==> config.mk <==
export PLATFORM = sky130hd
export DESIGN_NAME = round_robin_task_scheduler
export DESIGN_NICKNAME = d
export VERILOG_FILES = /design/src/hw/rtl/rrts_pkg.sv /design/src/hw/rtl/round_robin_task_scheduler.sv /design/src/hw/rtl/rrts_ram.sv /design/src/hw/rtl/rrts_ctrl.sv
export VERILOG_INCLUDE_DIRS = /design/src /design/src/hw/rtl
export SDC_FILE = /design/constraint.sdc
export NUM_CORES = 2
export LEC_CHECK = 0
export BUFFER_PORTS_ARGS = -buffer_cell sky130_fd_sc_hd__buf_2
export CORE_ASPECT_RATIO = 0.6
export CORE_UTILIZATION = 55
export DETAILED_ROUTE_END_ITERATION = 8
export GPL_ROUTABILITY_DRIVEN = 0
export PLACE_DENSITY = 0.84
export SLEW_MARGIN = 20
export SYNTH_ARGS = -nofsm -noshare
export SYNTH_HDL_FRONTEND = slang
export SYNTH_SLANG_ARGS = --single-unit
==> constraint.sdc <==
create_clock -name clk -period 8.4 [get_ports clk]
set_input_delay 0.42 -clock clk [delete_from_list [all_inputs] [get_ports clk]]
set_output_delay 0.42 -clock clk [all_outputs]
set_load 0.01 [all_outputs]
==> src/hw/rtl/assert_macros.svh <==
// assertion helpers for the scheduler rtl
`ifndef ASSERT_MACROS_SVH
`define ASSERT_MACROS_SVH

// same-cycle implication
`define ASSERT_IMPLIES(label, clk, rst, ante, cons) \
  label: assert property (@(posedge clk) disable iff (rst) (ante) |-> (cons)) \
    else $error("assertion failed: same-cycle implication");

// next-cycle implication
`define ASSERT_NEXT(label, clk, rst, ante, cons) \
  label: assert property (@(posedge clk) disable iff (rst) (ante) |=> (cons)) \
    else $error("assertion failed: next-cycle implication");

`endif

==> src/hw/rtl/rrts_pkg.sv <==
`timescale 1ns / 1ps

package rrts_pkg;

  localparam int SLOT_OUT_W = 4;
  typedef logic [SLOT_OUT_W-1:0] slot_out_t;

  localparam logic [2:0] ST_EMPTY   = 3'd0;
  localparam logic [2:0] ST_READY   = 3'd1;
  localparam logic [2:0] ST_RUNNING = 3'd2;
  localparam logic [2:0] ST_BLOCKED = 3'd3;
  localparam logic [2:0] ST_DEAD    = 3'd4;

  localparam logic [1:0] WC_NONE  = 2'd0;
  localparam logic [1:0] WC_SLEEP = 2'd1;
  localparam logic [1:0] WC_KEY   = 2'd2;

  localparam logic [2:0] ACT_TICK    = 3'd0;
  localparam logic [2:0] ACT_ADD     = 3'd1;
  localparam logic [2:0] ACT_WAKEKEY = 3'd2;
  localparam logic [2:0] ACT_START   = 3'd3;
  localparam logic [2:0] ACT_SLEEP   = 3'd4;
  localparam logic [2:0] ACT_KEYWAIT = 3'd5;
  localparam logic [2:0] ACT_EXIT    = 3'd6;

  localparam logic [1:0] STAT_OK    = 2'd0;
  localparam logic [1:0] STAT_FULL  = 2'd1;
  localparam logic [1:0] STAT_NOSW  = 2'd2;
  localparam logic [1:0] STAT_NOKEY = 2'd3;

  typedef struct packed {
    logic [2:0] st;
    logic [1:0] cause;
    logic       user;
  } entry_t;

  localparam entry_t ENTRY_IDLE = '{st: ST_RUNNING, cause: WC_NONE, user: 1'b0};

  typedef struct packed {
    logic [1:0] status;
    logic       switched;
    slot_out_t  previous_slot;
    logic       load_kernel_stack;
    slot_out_t  added_slot;
  } result_t;

endpackage

==> src/hw/rtl/round_robin_task_scheduler.sv <==
// items are taken one at a time: item_stall stays high until the last item's result is registered
// reset: synchronous, active high; slot 0 running as idle task, slot count one
// the slot table needs no clearing pass: the slot count and a slot-0 flag give reset values
`timescale 1ns / 1ps

`include "assert_macros.svh"

module round_robin_task_scheduler
  import rrts_pkg::*;
#(
  parameter int SLOTS = 16
) (
  input  logic        clk,
  input  logic        rst,
  input  logic        item_valid,
  output logic        item_stall,
  input  logic [2:0]  action,
  input  logic [63:0] now,
  input  logic        is_user,
  input  logic [63:0] wake_time,
  output logic        result_valid,
  input  logic        result_stall,
  output logic [1:0]  status,
  output logic [3:0]  running_slot,
  output logic        switched,
  output logic [3:0]  previous_slot,
  output logic        load_kernel_stack,
  output logic [3:0]  added_slot
);

  localparam int SW = $clog2(SLOTS);
  localparam int CW = $clog2(SLOTS + 1);

  logic          busy;
  logic          done;
  logic          res_free;
  result_t       res;
  logic [SW-1:0] cur_slot;
  logic [CW-1:0] slot_count;
  logic          ram_we;
  logic [SW-1:0] ram_waddr;
  entry_t        ram_wdata;
  logic [SW-1:0] ram_raddr;
  entry_t        ram_rdata;
  logic          wake_we;
  logic [63:0]   wake_wdata;
  logic [63:0]   wake_rdata;

  assign item_stall = busy;
  assign res_free   = !result_valid || !result_stall;

  rrts_ctrl #(
    .SLOTS(SLOTS)
  ) u_ctrl (
    .clk        (clk),
    .rst        (rst),
    .take       (item_valid && !busy),
    .action     (action),
    .now        (now),
    .is_user    (is_user),
    .wake_time  (wake_time),
    .res_free   (res_free),
    .busy       (busy),
    .done       (done),
    .res        (res),
    .cur_slot   (cur_slot),
    .slot_count (slot_count),
    .ram_we     (ram_we),
    .ram_waddr  (ram_waddr),
    .ram_wdata  (ram_wdata),
    .ram_raddr  (ram_raddr),
    .ram_rdata  (ram_rdata),
    .wake_we    (wake_we),
    .wake_wdata (wake_wdata),
    .wake_rdata (wake_rdata)
  );

  rrts_ram #(
    .WIDTH($bits(entry_t)),
    .DEPTH(SLOTS)
  ) u_slot_ram (
    .clk   (clk),
    .we    (ram_we),
    .waddr (ram_waddr),
    .wdata (ram_wdata),
    .raddr (ram_raddr),
    .rdata (ram_rdata)
  );

  rrts_ram #(
    .WIDTH(64),
    .DEPTH(SLOTS)
  ) u_wake_ram (
    .clk   (clk),
    .we    (wake_we),
    .waddr (cur_slot),
    .wdata (wake_wdata),
    .raddr (ram_raddr),
    .rdata (wake_rdata)
  );

  always_ff @(posedge clk) begin
    if (rst) begin
      result_valid <= 1'b0;
    end else if (done) begin
      result_valid <= 1'b1;
    end else if (!result_stall) begin
      result_valid <= 1'b0;
    end
  end

  always_ff @(posedge clk) begin
    if (done) begin
      status            <= res.status;
      running_slot      <= slot_out_t'(cur_slot);
      switched          <= res.switched;
      previous_slot     <= res.previous_slot;
      load_kernel_stack <= res.load_kernel_stack;
      added_slot        <= res.added_slot;
    end
  end

  `ASSERT_NEXT(a_take_busy, clk, rst, item_valid && !item_stall, item_stall)
  `ASSERT_IMPLIES(a_cur_in_ring, clk, rst, 1'b1, CW'(cur_slot) < slot_count)
  `ASSERT_IMPLIES(a_count_range, clk, rst, 1'b1, slot_count != '0 && slot_count <= CW'(SLOTS))
  `ASSERT_IMPLIES(a_switch_ok, clk, rst, result_valid && switched, status == STAT_OK)

endmodule

==> src/hw/rtl/rrts_ram.sv <==
`timescale 1ns / 1ps

module rrts_ram #(
  parameter int WIDTH = 8,
  parameter int DEPTH = 16
) (
  input  logic                     clk,
  input  logic                     we,
  input  logic [$clog2(DEPTH)-1:0] waddr,
  input  logic [WIDTH-1:0]         wdata,
  input  logic [$clog2(DEPTH)-1:0] raddr,
  output logic [WIDTH-1:0]         rdata
);

  logic [WIDTH-1:0] mem [DEPTH];

  always_ff @(posedge clk) begin
    if (we) begin
      mem[waddr] <= wdata;
    end
    rdata <= mem[raddr];
  end

endmodule

==> src/hw/rtl/rrts_ctrl.sv <==
`timescale 1ns / 1ps

module rrts_ctrl
  import rrts_pkg::*;
#(
  parameter int SLOTS = 16,
  parameter int SW    = $clog2(SLOTS),
  parameter int CW    = $clog2(SLOTS + 1)
) (
  input  logic          clk,
  input  logic          rst,
  input  logic          take,
  input  logic [2:0]    action,
  input  logic [63:0]   now,
  input  logic          is_user,
  input  logic [63:0]   wake_time,
  input  logic          res_free,
  output logic          busy,
  output logic          done,
  output result_t       res,
  output logic [SW-1:0] cur_slot,
  output logic [CW-1:0] slot_count,
  output logic          ram_we,
  output logic [SW-1:0] ram_waddr,
  output entry_t        ram_wdata,
  output logic [SW-1:0] ram_raddr,
  input  entry_t        ram_rdata,
  output logic          wake_we,
  output logic [63:0]   wake_wdata,
  input  logic [63:0]   wake_rdata
);

  localparam logic [3:0] S_IDLE  = 4'd0;
  localparam logic [3:0] S_WAKE  = 4'd1;
  localparam logic [3:0] S_PICK  = 4'd2;
  localparam logic [3:0] S_DEM   = 4'd3;
  localparam logic [3:0] S_SET   = 4'd4;
  localparam logic [3:0] S_KEY   = 4'd5;
  localparam logic [3:0] S_ADD   = 4'd6;
  localparam logic [3:0] S_STRT  = 4'd7;
  localparam logic [3:0] S_STRT2 = 4'd8;
  localparam logic [3:0] S_MOD   = 4'd9;
  localparam logic [3:0] S_MOD2  = 4'd10;
  localparam logic [3:0] S_DONE  = 4'd11;

  function automatic logic [SW-1:0] ring_next(input logic [SW-1:0] s,
                                              input logic [CW-1:0] cnt);
    logic [CW-1:0] n;
    begin
      n = CW'(s) + CW'(1);
      return (n >= cnt) ? '0 : n[SW-1:0];
    end
  endfunction

  logic [3:0]    state;
  logic [2:0]    act;
  logic [63:0]   now_q;
  logic          user_q;
  logic [63:0]   wtime_q;
  logic          s0_init;
  logic [CW-1:0] idx;
  logic          pend;
  logic [SW-1:0] pidx;
  logic [SW-1:0] raddr_q;
  logic [SW-1:0] tgt;
  entry_t        tgt_e;
  entry_t        rd_e;
  logic          found;
  logic          key_hit;
  logic          wake_hit;

  assign rd_e = (raddr_q == '0 && !s0_init) ? ENTRY_IDLE : ram_rdata;
  assign found = pend && !(rd_e.st == ST_DEAD || rd_e.st == ST_BLOCKED);
  assign key_hit = pend && rd_e.st == ST_BLOCKED && rd_e.cause == WC_KEY;
  assign wake_hit = pend && rd_e.st == ST_BLOCKED && rd_e.cause == WC_SLEEP &&
                    now_q >= wake_rdata;
  assign busy = (state != S_IDLE);
  assign wake_wdata = wtime_q;

  always_comb begin
    ram_we    = 1'b0;
    ram_waddr = cur_slot;
    ram_wdata = rd_e;
    ram_raddr = cur_slot;
    wake_we   = 1'b0;
    done      = 1'b0;
    unique case (state)
      S_WAKE: begin
        ram_raddr = idx[SW-1:0];
        if (wake_hit) begin
          ram_we    = 1'b1;
          ram_waddr = pidx;
          ram_wdata = '{st: ST_READY, cause: WC_NONE, user: rd_e.user};
        end
      end
      S_PICK: begin
        ram_raddr = found ? cur_slot : idx[SW-1:0];
      end
      S_DEM: begin
        if (rd_e.st == ST_RUNNING) begin
          ram_we    = 1'b1;
          ram_wdata = '{st: ST_READY, cause: rd_e.cause, user: rd_e.user};
        end
      end
      S_SET: begin
        ram_we    = 1'b1;
        ram_waddr = tgt;
        ram_wdata = '{st: ST_RUNNING, cause: tgt_e.cause, user: tgt_e.user};
      end
      S_KEY: begin
        ram_raddr = idx[SW-1:0];
        if (key_hit) begin
          ram_we    = 1'b1;
          ram_waddr = pidx;
          ram_wdata = '{st: ST_READY, cause: WC_NONE, user: rd_e.user};
        end
      end
      S_ADD: begin
        ram_we    = (slot_count != CW'(SLOTS));
        ram_waddr = slot_count[SW-1:0];
        ram_wdata = '{st: ST_READY, cause: WC_NONE, user: user_q};
      end
      S_STRT: begin
        ram_raddr = ring_next(cur_slot, slot_count);
      end
      S_MOD2: begin
        ram_we = 1'b1;
        if (act == ACT_EXIT) begin
          ram_wdata = '{st: ST_DEAD, cause: WC_NONE, user: rd_e.user};
        end else if (act == ACT_SLEEP) begin
          ram_wdata = '{st: ST_BLOCKED, cause: WC_SLEEP, user: rd_e.user};
          wake_we   = 1'b1;
        end else begin
          ram_wdata = '{st: ST_BLOCKED, cause: WC_KEY, user: rd_e.user};
        end
      end
      S_DONE: begin
        done = res_free;
      end
      default: begin
      end
    endcase
  end

  always_ff @(posedge clk) begin
    raddr_q <= ram_raddr;
    if (rst) begin
      state      <= S_IDLE;
      cur_slot   <= '0;
      slot_count <= CW'(1);
      s0_init    <= 1'b0;
      pend       <= 1'b0;
    end else begin
      if (ram_we && ram_waddr == '0) begin
        s0_init <= 1'b1;
      end
      unique case (state)
        S_IDLE: begin
          if (take) begin
            act     <= action;
            now_q   <= now;
            user_q  <= is_user;
            wtime_q <= wake_time;
            res     <= '0;
            idx     <= CW'(1);
            pend    <= 1'b0;
            unique case (action)
              ACT_TICK:    state <= S_WAKE;
              ACT_ADD:     state <= S_ADD;
              ACT_WAKEKEY: state <= S_KEY;
              ACT_START:   state <= S_STRT;
              ACT_SLEEP, ACT_KEYWAIT, ACT_EXIT: state <= S_MOD;
              default:     state <= S_DONE;
            endcase
          end
        end
        S_WAKE: begin
          if (idx < slot_count) begin
            pend <= 1'b1;
            pidx <= idx[SW-1:0];
            idx  <= idx + CW'(1);
          end else if (pend) begin
            pend <= 1'b0;
          end else begin
            idx   <= CW'(ring_next(cur_slot, slot_count));
            state <= S_PICK;
          end
        end
        S_PICK: begin
          if (found) begin
            tgt   <= pidx;
            tgt_e <= rd_e;
            pend  <= 1'b0;
            state <= S_DEM;
          end else if (idx[SW-1:0] == cur_slot) begin
            if (pend) begin
              pend <= 1'b0;
            end else begin
              res.status <= STAT_NOSW;
              state      <= S_DONE;
            end
          end else begin
            pend <= 1'b1;
            pidx <= idx[SW-1:0];
            idx  <= CW'(ring_next(idx[SW-1:0], slot_count));
          end
        end
        S_DEM: begin
          state <= S_SET;
        end
        S_SET: begin
          cur_slot              <= tgt;
          res.switched          <= 1'b1;
          res.previous_slot     <= (act == ACT_START) ? '0 : slot_out_t'(cur_slot);
          res.load_kernel_stack <= tgt_e.user;
          state                 <= S_DONE;
        end
        S_KEY: begin
          if (key_hit) begin
            res.status <= STAT_OK;
            pend       <= 1'b0;
            state      <= S_DONE;
          end else if (idx < slot_count) begin
            pend <= 1'b1;
            pidx <= idx[SW-1:0];
            idx  <= idx + CW'(1);
          end else if (pend) begin
            pend <= 1'b0;
          end else begin
            res.status <= STAT_NOKEY;
            state      <= S_DONE;
          end
        end
        S_ADD: begin
          if (slot_count == CW'(SLOTS)) begin
            res.status <= STAT_FULL;
          end else begin
            res.added_slot <= slot_out_t'(slot_count);
            slot_count     <= slot_count + CW'(1);
          end
          state <= S_DONE;
        end
        S_STRT: begin
          tgt   <= ring_next(cur_slot, slot_count);
          state <= S_STRT2;
        end
        S_STRT2: begin
          tgt_e <= rd_e;
          state <= S_SET;
        end
        S_MOD: begin
          state <= S_MOD2;
        end
        S_MOD2: begin
          state <= S_DONE;
        end
        S_DONE: begin
          if (res_free) begin
            state <= S_IDLE;
          end
        end
        default: begin
          state <= S_IDLE;
        end
      endcase
    end
  end

endmodule
==> results.txt <==
Cells along the critical path: inv_1 -> ha_1 -> ha_1 -> a21o_1 -> a21o_1 -> a311oi_4 -> a221oi_4 -> inv_2 -> nand3_4 -> buf_4 -> o22ai_1 -> or4_1
Number of unique standard cell types used by synthesis: 73
Largest voltage drop on the vdd net: 360.7 uV
Tightest hold margin: 140.4 ps
Remaining max-slew budget at the tightest pin: 0.2161
Post-route minimum period: 5119 ps
Biggest fanout along the worst timing path: 36
Peak per-stage delay on the critical path: 680 ps
Final-stage net count: 3597
Number of antenna violations at the first check in global routing: 6
Number of DRC markers in iteration 0: 4408
Seq/Total Area, Yosys: 0.7621
Total of max-cap violations: 0
Sum of overflow across all layers after global routing: 0
Critical path data arrival time: 5720 ps
CP Data Required Time: 9000 ps
Max Slew Vio Count: 0
Type of destination of the critical path: flop
Row cnt: 88
Share of post-route cells with drive strength above 1: 0.1264
Final count of negative-setup-slack endpoints: 0
Post-CTS sizing: 0
Initial core utilization: 0.5558
Final TNS setup: 0 ps
Clock root buffer master: clkbuf_16
Area of all placed cells without fillers: 61050 sq um
Portion of total power attributed to sequential cells: 0.448
Via density: 6.305
Final count of hold timing violations: 0
Total power: 0.01936 W
Top Ports: 154
DIE HEIGHT: 243.4 um
Pin count of the biggest net entering global routing: 144
Synthesized Nets: 3283
Pwr dens: 317.2 nW/um^2
Total of flip-flops plus latches after synthesis: 1386
Power Internal: 0.01331 W
Number of nets still failing antenna checks after routing: 0
H-tree levels: 3
Max Clk Rate: 195.3 MHz
Combinational cell fraction of total power: 0.271
Leakage power: 23.20 nW
Post-route DRC violation count: 1
Startpoint class of the critical path: flop
Die extent in x: 404.4 um
Total core area: 96120 sq um
Number of flops mapped to enable cells by yosys: 1296
DIE AREA: 98440 sq um
TritonCTS clock tree: done
Final worst clock skew: 54.80 ps
HPWL after detailed placement: 67.50 mm
Violated checks: design-rule violations
Unrepaired setup endpoints after global routing: no
Hold buffers post-CTS: 133
Switching Power: 0.006050 W
Bufs and invs on worst path: 3
Wire length after detailed routing: 127.7 mm
Most common cell after layout, fill and taps aside: edfxtp_1
Area growth from synthesis to final layout: 14.27%
Total via count after detailed routing: 30151
Switching Share: 0.3125
Clock power share: 0.281
Count of port buffers added during placement: 153
Dpl cell area: 55850 sq um
Clock buffer count from CTS: 114
Slowest-stage cell, CP: dfxtp_1
Number of instances in the synthesized netlist: 3061
Total standard cell area after synthesis: 53430 sq um
Source-to-sink clock delay at the later pin of the worst-skew pair: 750 ps
Number of warnings reported in the yosys synthesis log: 0
Worst Path Class, Setup: reg -> reg
Most frequent cells in the layout: edfxtp_1, mux2i_1, o22ai_1, buf_2, dlygate4sd3_1
Actual slew at the worst max-slew pin: 1165 ps
DRT Pass-1 Iters: 8
Period utilisation layout: 0.6094
All-Layer GR Usage: 0.2550
Number of clock sinks: 1386
Wire length of the first global-routing pass: 185.3 mm
# Post-CTS Setup Buffers: 0
Async SR Flop Fraction: 0
Register clock-pin slew on the reported worst setup and hold paths: 80 ps
Via count of the first global-routing pass: 29501
Flip-flop cell with the highest count after synthesis: edfxtp_1
Classification of the worst-slack hold path: in -> reg
Outcome: complete, but fails checks
Routed wirelength normalized by instance count: 26.70 um
Maximum count of clock buffers along a single path: 3
Dominant delay contributor by cell family on the critical path: compound AO/OA/AOI/OAI gates
Average footprint of a synthesized cell: 17.45 sq um
## registers in the layout (all words and copies together) (netlist names), 2 cells and up
name,count
u_ctrl.slot_count,5
u_ctrl.raddr_q,4
u_ctrl.act,3
u_ctrl.wake_wdata,64
u_ctrl.pidx,4
running_slot,4
status,2
previous_slot,4
u_wake_ram.mem,1024
added_slot,4
u_slot_ram.mem,96
u_ctrl.tgt_e,3
u_ctrl.idx,5
u_ctrl.tgt,4
u_ctrl.state,4
u_slot_ram.rdata,6
u_wake_ram.rdata,64
u_ctrl.cur_slot,4
u_ctrl.now_q,64
u_ctrl.res,12
## worst paths after layout
check,from,end,slack [ps],cells past startpoint
hold / removal,rst,u_ctrl.state[1],140,2
setup reg to reg,u_ctrl.cur_slot[0],u_wake_ram.rdata[38],3280,12
hold reg to reg,u_ctrl.res[9],switched,430,0
setup / recovery,u_ctrl.cur_slot[0],u_wake_ram.rdata[38],3280,12
## metrics by stage
step | std cells | utilization | setup slack [ps]
finish | 4782 | 0.6351 | 3281
global route | 4782 | 0.6351 | 3154
CTS | 4777 | 0.6346 | 3316
detailed placement | 4430 | 0.5811 | 3336
global placement | 4430 | 0.5805 | 3252
floorplan | 3061 | - | 1304
## cell families (layout without fill, tap and decap cells)
group / count (synthesis) / count (layout) / share of synthesized area
adders and majority gates: 86 / 86 / 0.02014
buffers and inverters: 230 / 642 / 0.01878
other: 0 / 4 / 0
muxes: 563 / 563 / 0.1055
and+or+nand+nor: 326 / 326 / 0.03485
xor gates and xnor gates: 13 / 13 / 0.002131
DFF: 1386 / 1386 / 0.7621
AOI/OAI and AO/OA: 457 / 457 / 0.05648
## routing by layer
layer / wire [um] / global-route usage / up-vias
li1: - / - / 12844
met1: 49390 / 0.3543 / 14992
met2: 59580 / 0.3968 / 2023
met3: 14470 / 0.05941 / 290
met4: 4223 / 0.09035 / 2
met5: 13 / 0.003411 / -
## power groups by stage
stage | clock network [W] | logic [W] | registers (W)
2_1_floorplan | 0 | 0.00377 | 0.00862
3_3_place_gp | 0 | 0.00491 | 0.00879
3_5_place_dp | 0 | 0.00506 | 0.00880
4_1_cts | 0.00546 | 0.00516 | 0.00866
5_1_grt | 0.00573 | 0.00557 | 0.00871
6_report | 0.00543 | 0.00525 | 0.00868
## Yosys cell counts (all sizes together), types with 24 or more instances
cell / instances / area share
a21oi: 61 / 0.0057
mux2i: 562 / 0.11
edfxtp: 1296 / 0.73
clkbuf: 30 / 0.0021
inv: 87 / 0.0061
nand2: 69 / 0.0048
o22ai: 281 / 0.033
o21ai: 31 / 0.0029
nand3: 24 / 0.0029
nor2: 61 / 0.0043
dfxtp: 90 / 0.034
buf: 113 / 0.011
or4: 73 / 0.010
ha: 86 / 0.020
## worst reg2reg max path: stages, from the launching register on
cell,delay (ps)
dfxtp_1,680
inv_1,220
ha_1,450
ha_1,320
a21o_1,100
a21o_1,180
a311oi_4,200
a221oi_4,600
inv_2,240
nand3_4,600
buf_4,650
o22ai_1,240
or4_1,510
## layout make-up
type | count | area (sq um)
clock inverter | 62 | 724.4
timing repair buffer | 341 | 2567
inverter | 87 | 326.6
antenna | 4 | 10.01
clock buffer | 152 | 3085
fill | 6264 | 35070
sequential | 1386 | 40720
multi-input combinational | 1445 | 11990
tap | 1305 | 1633
Note: power is estimated with default switching activity, not from simulation.
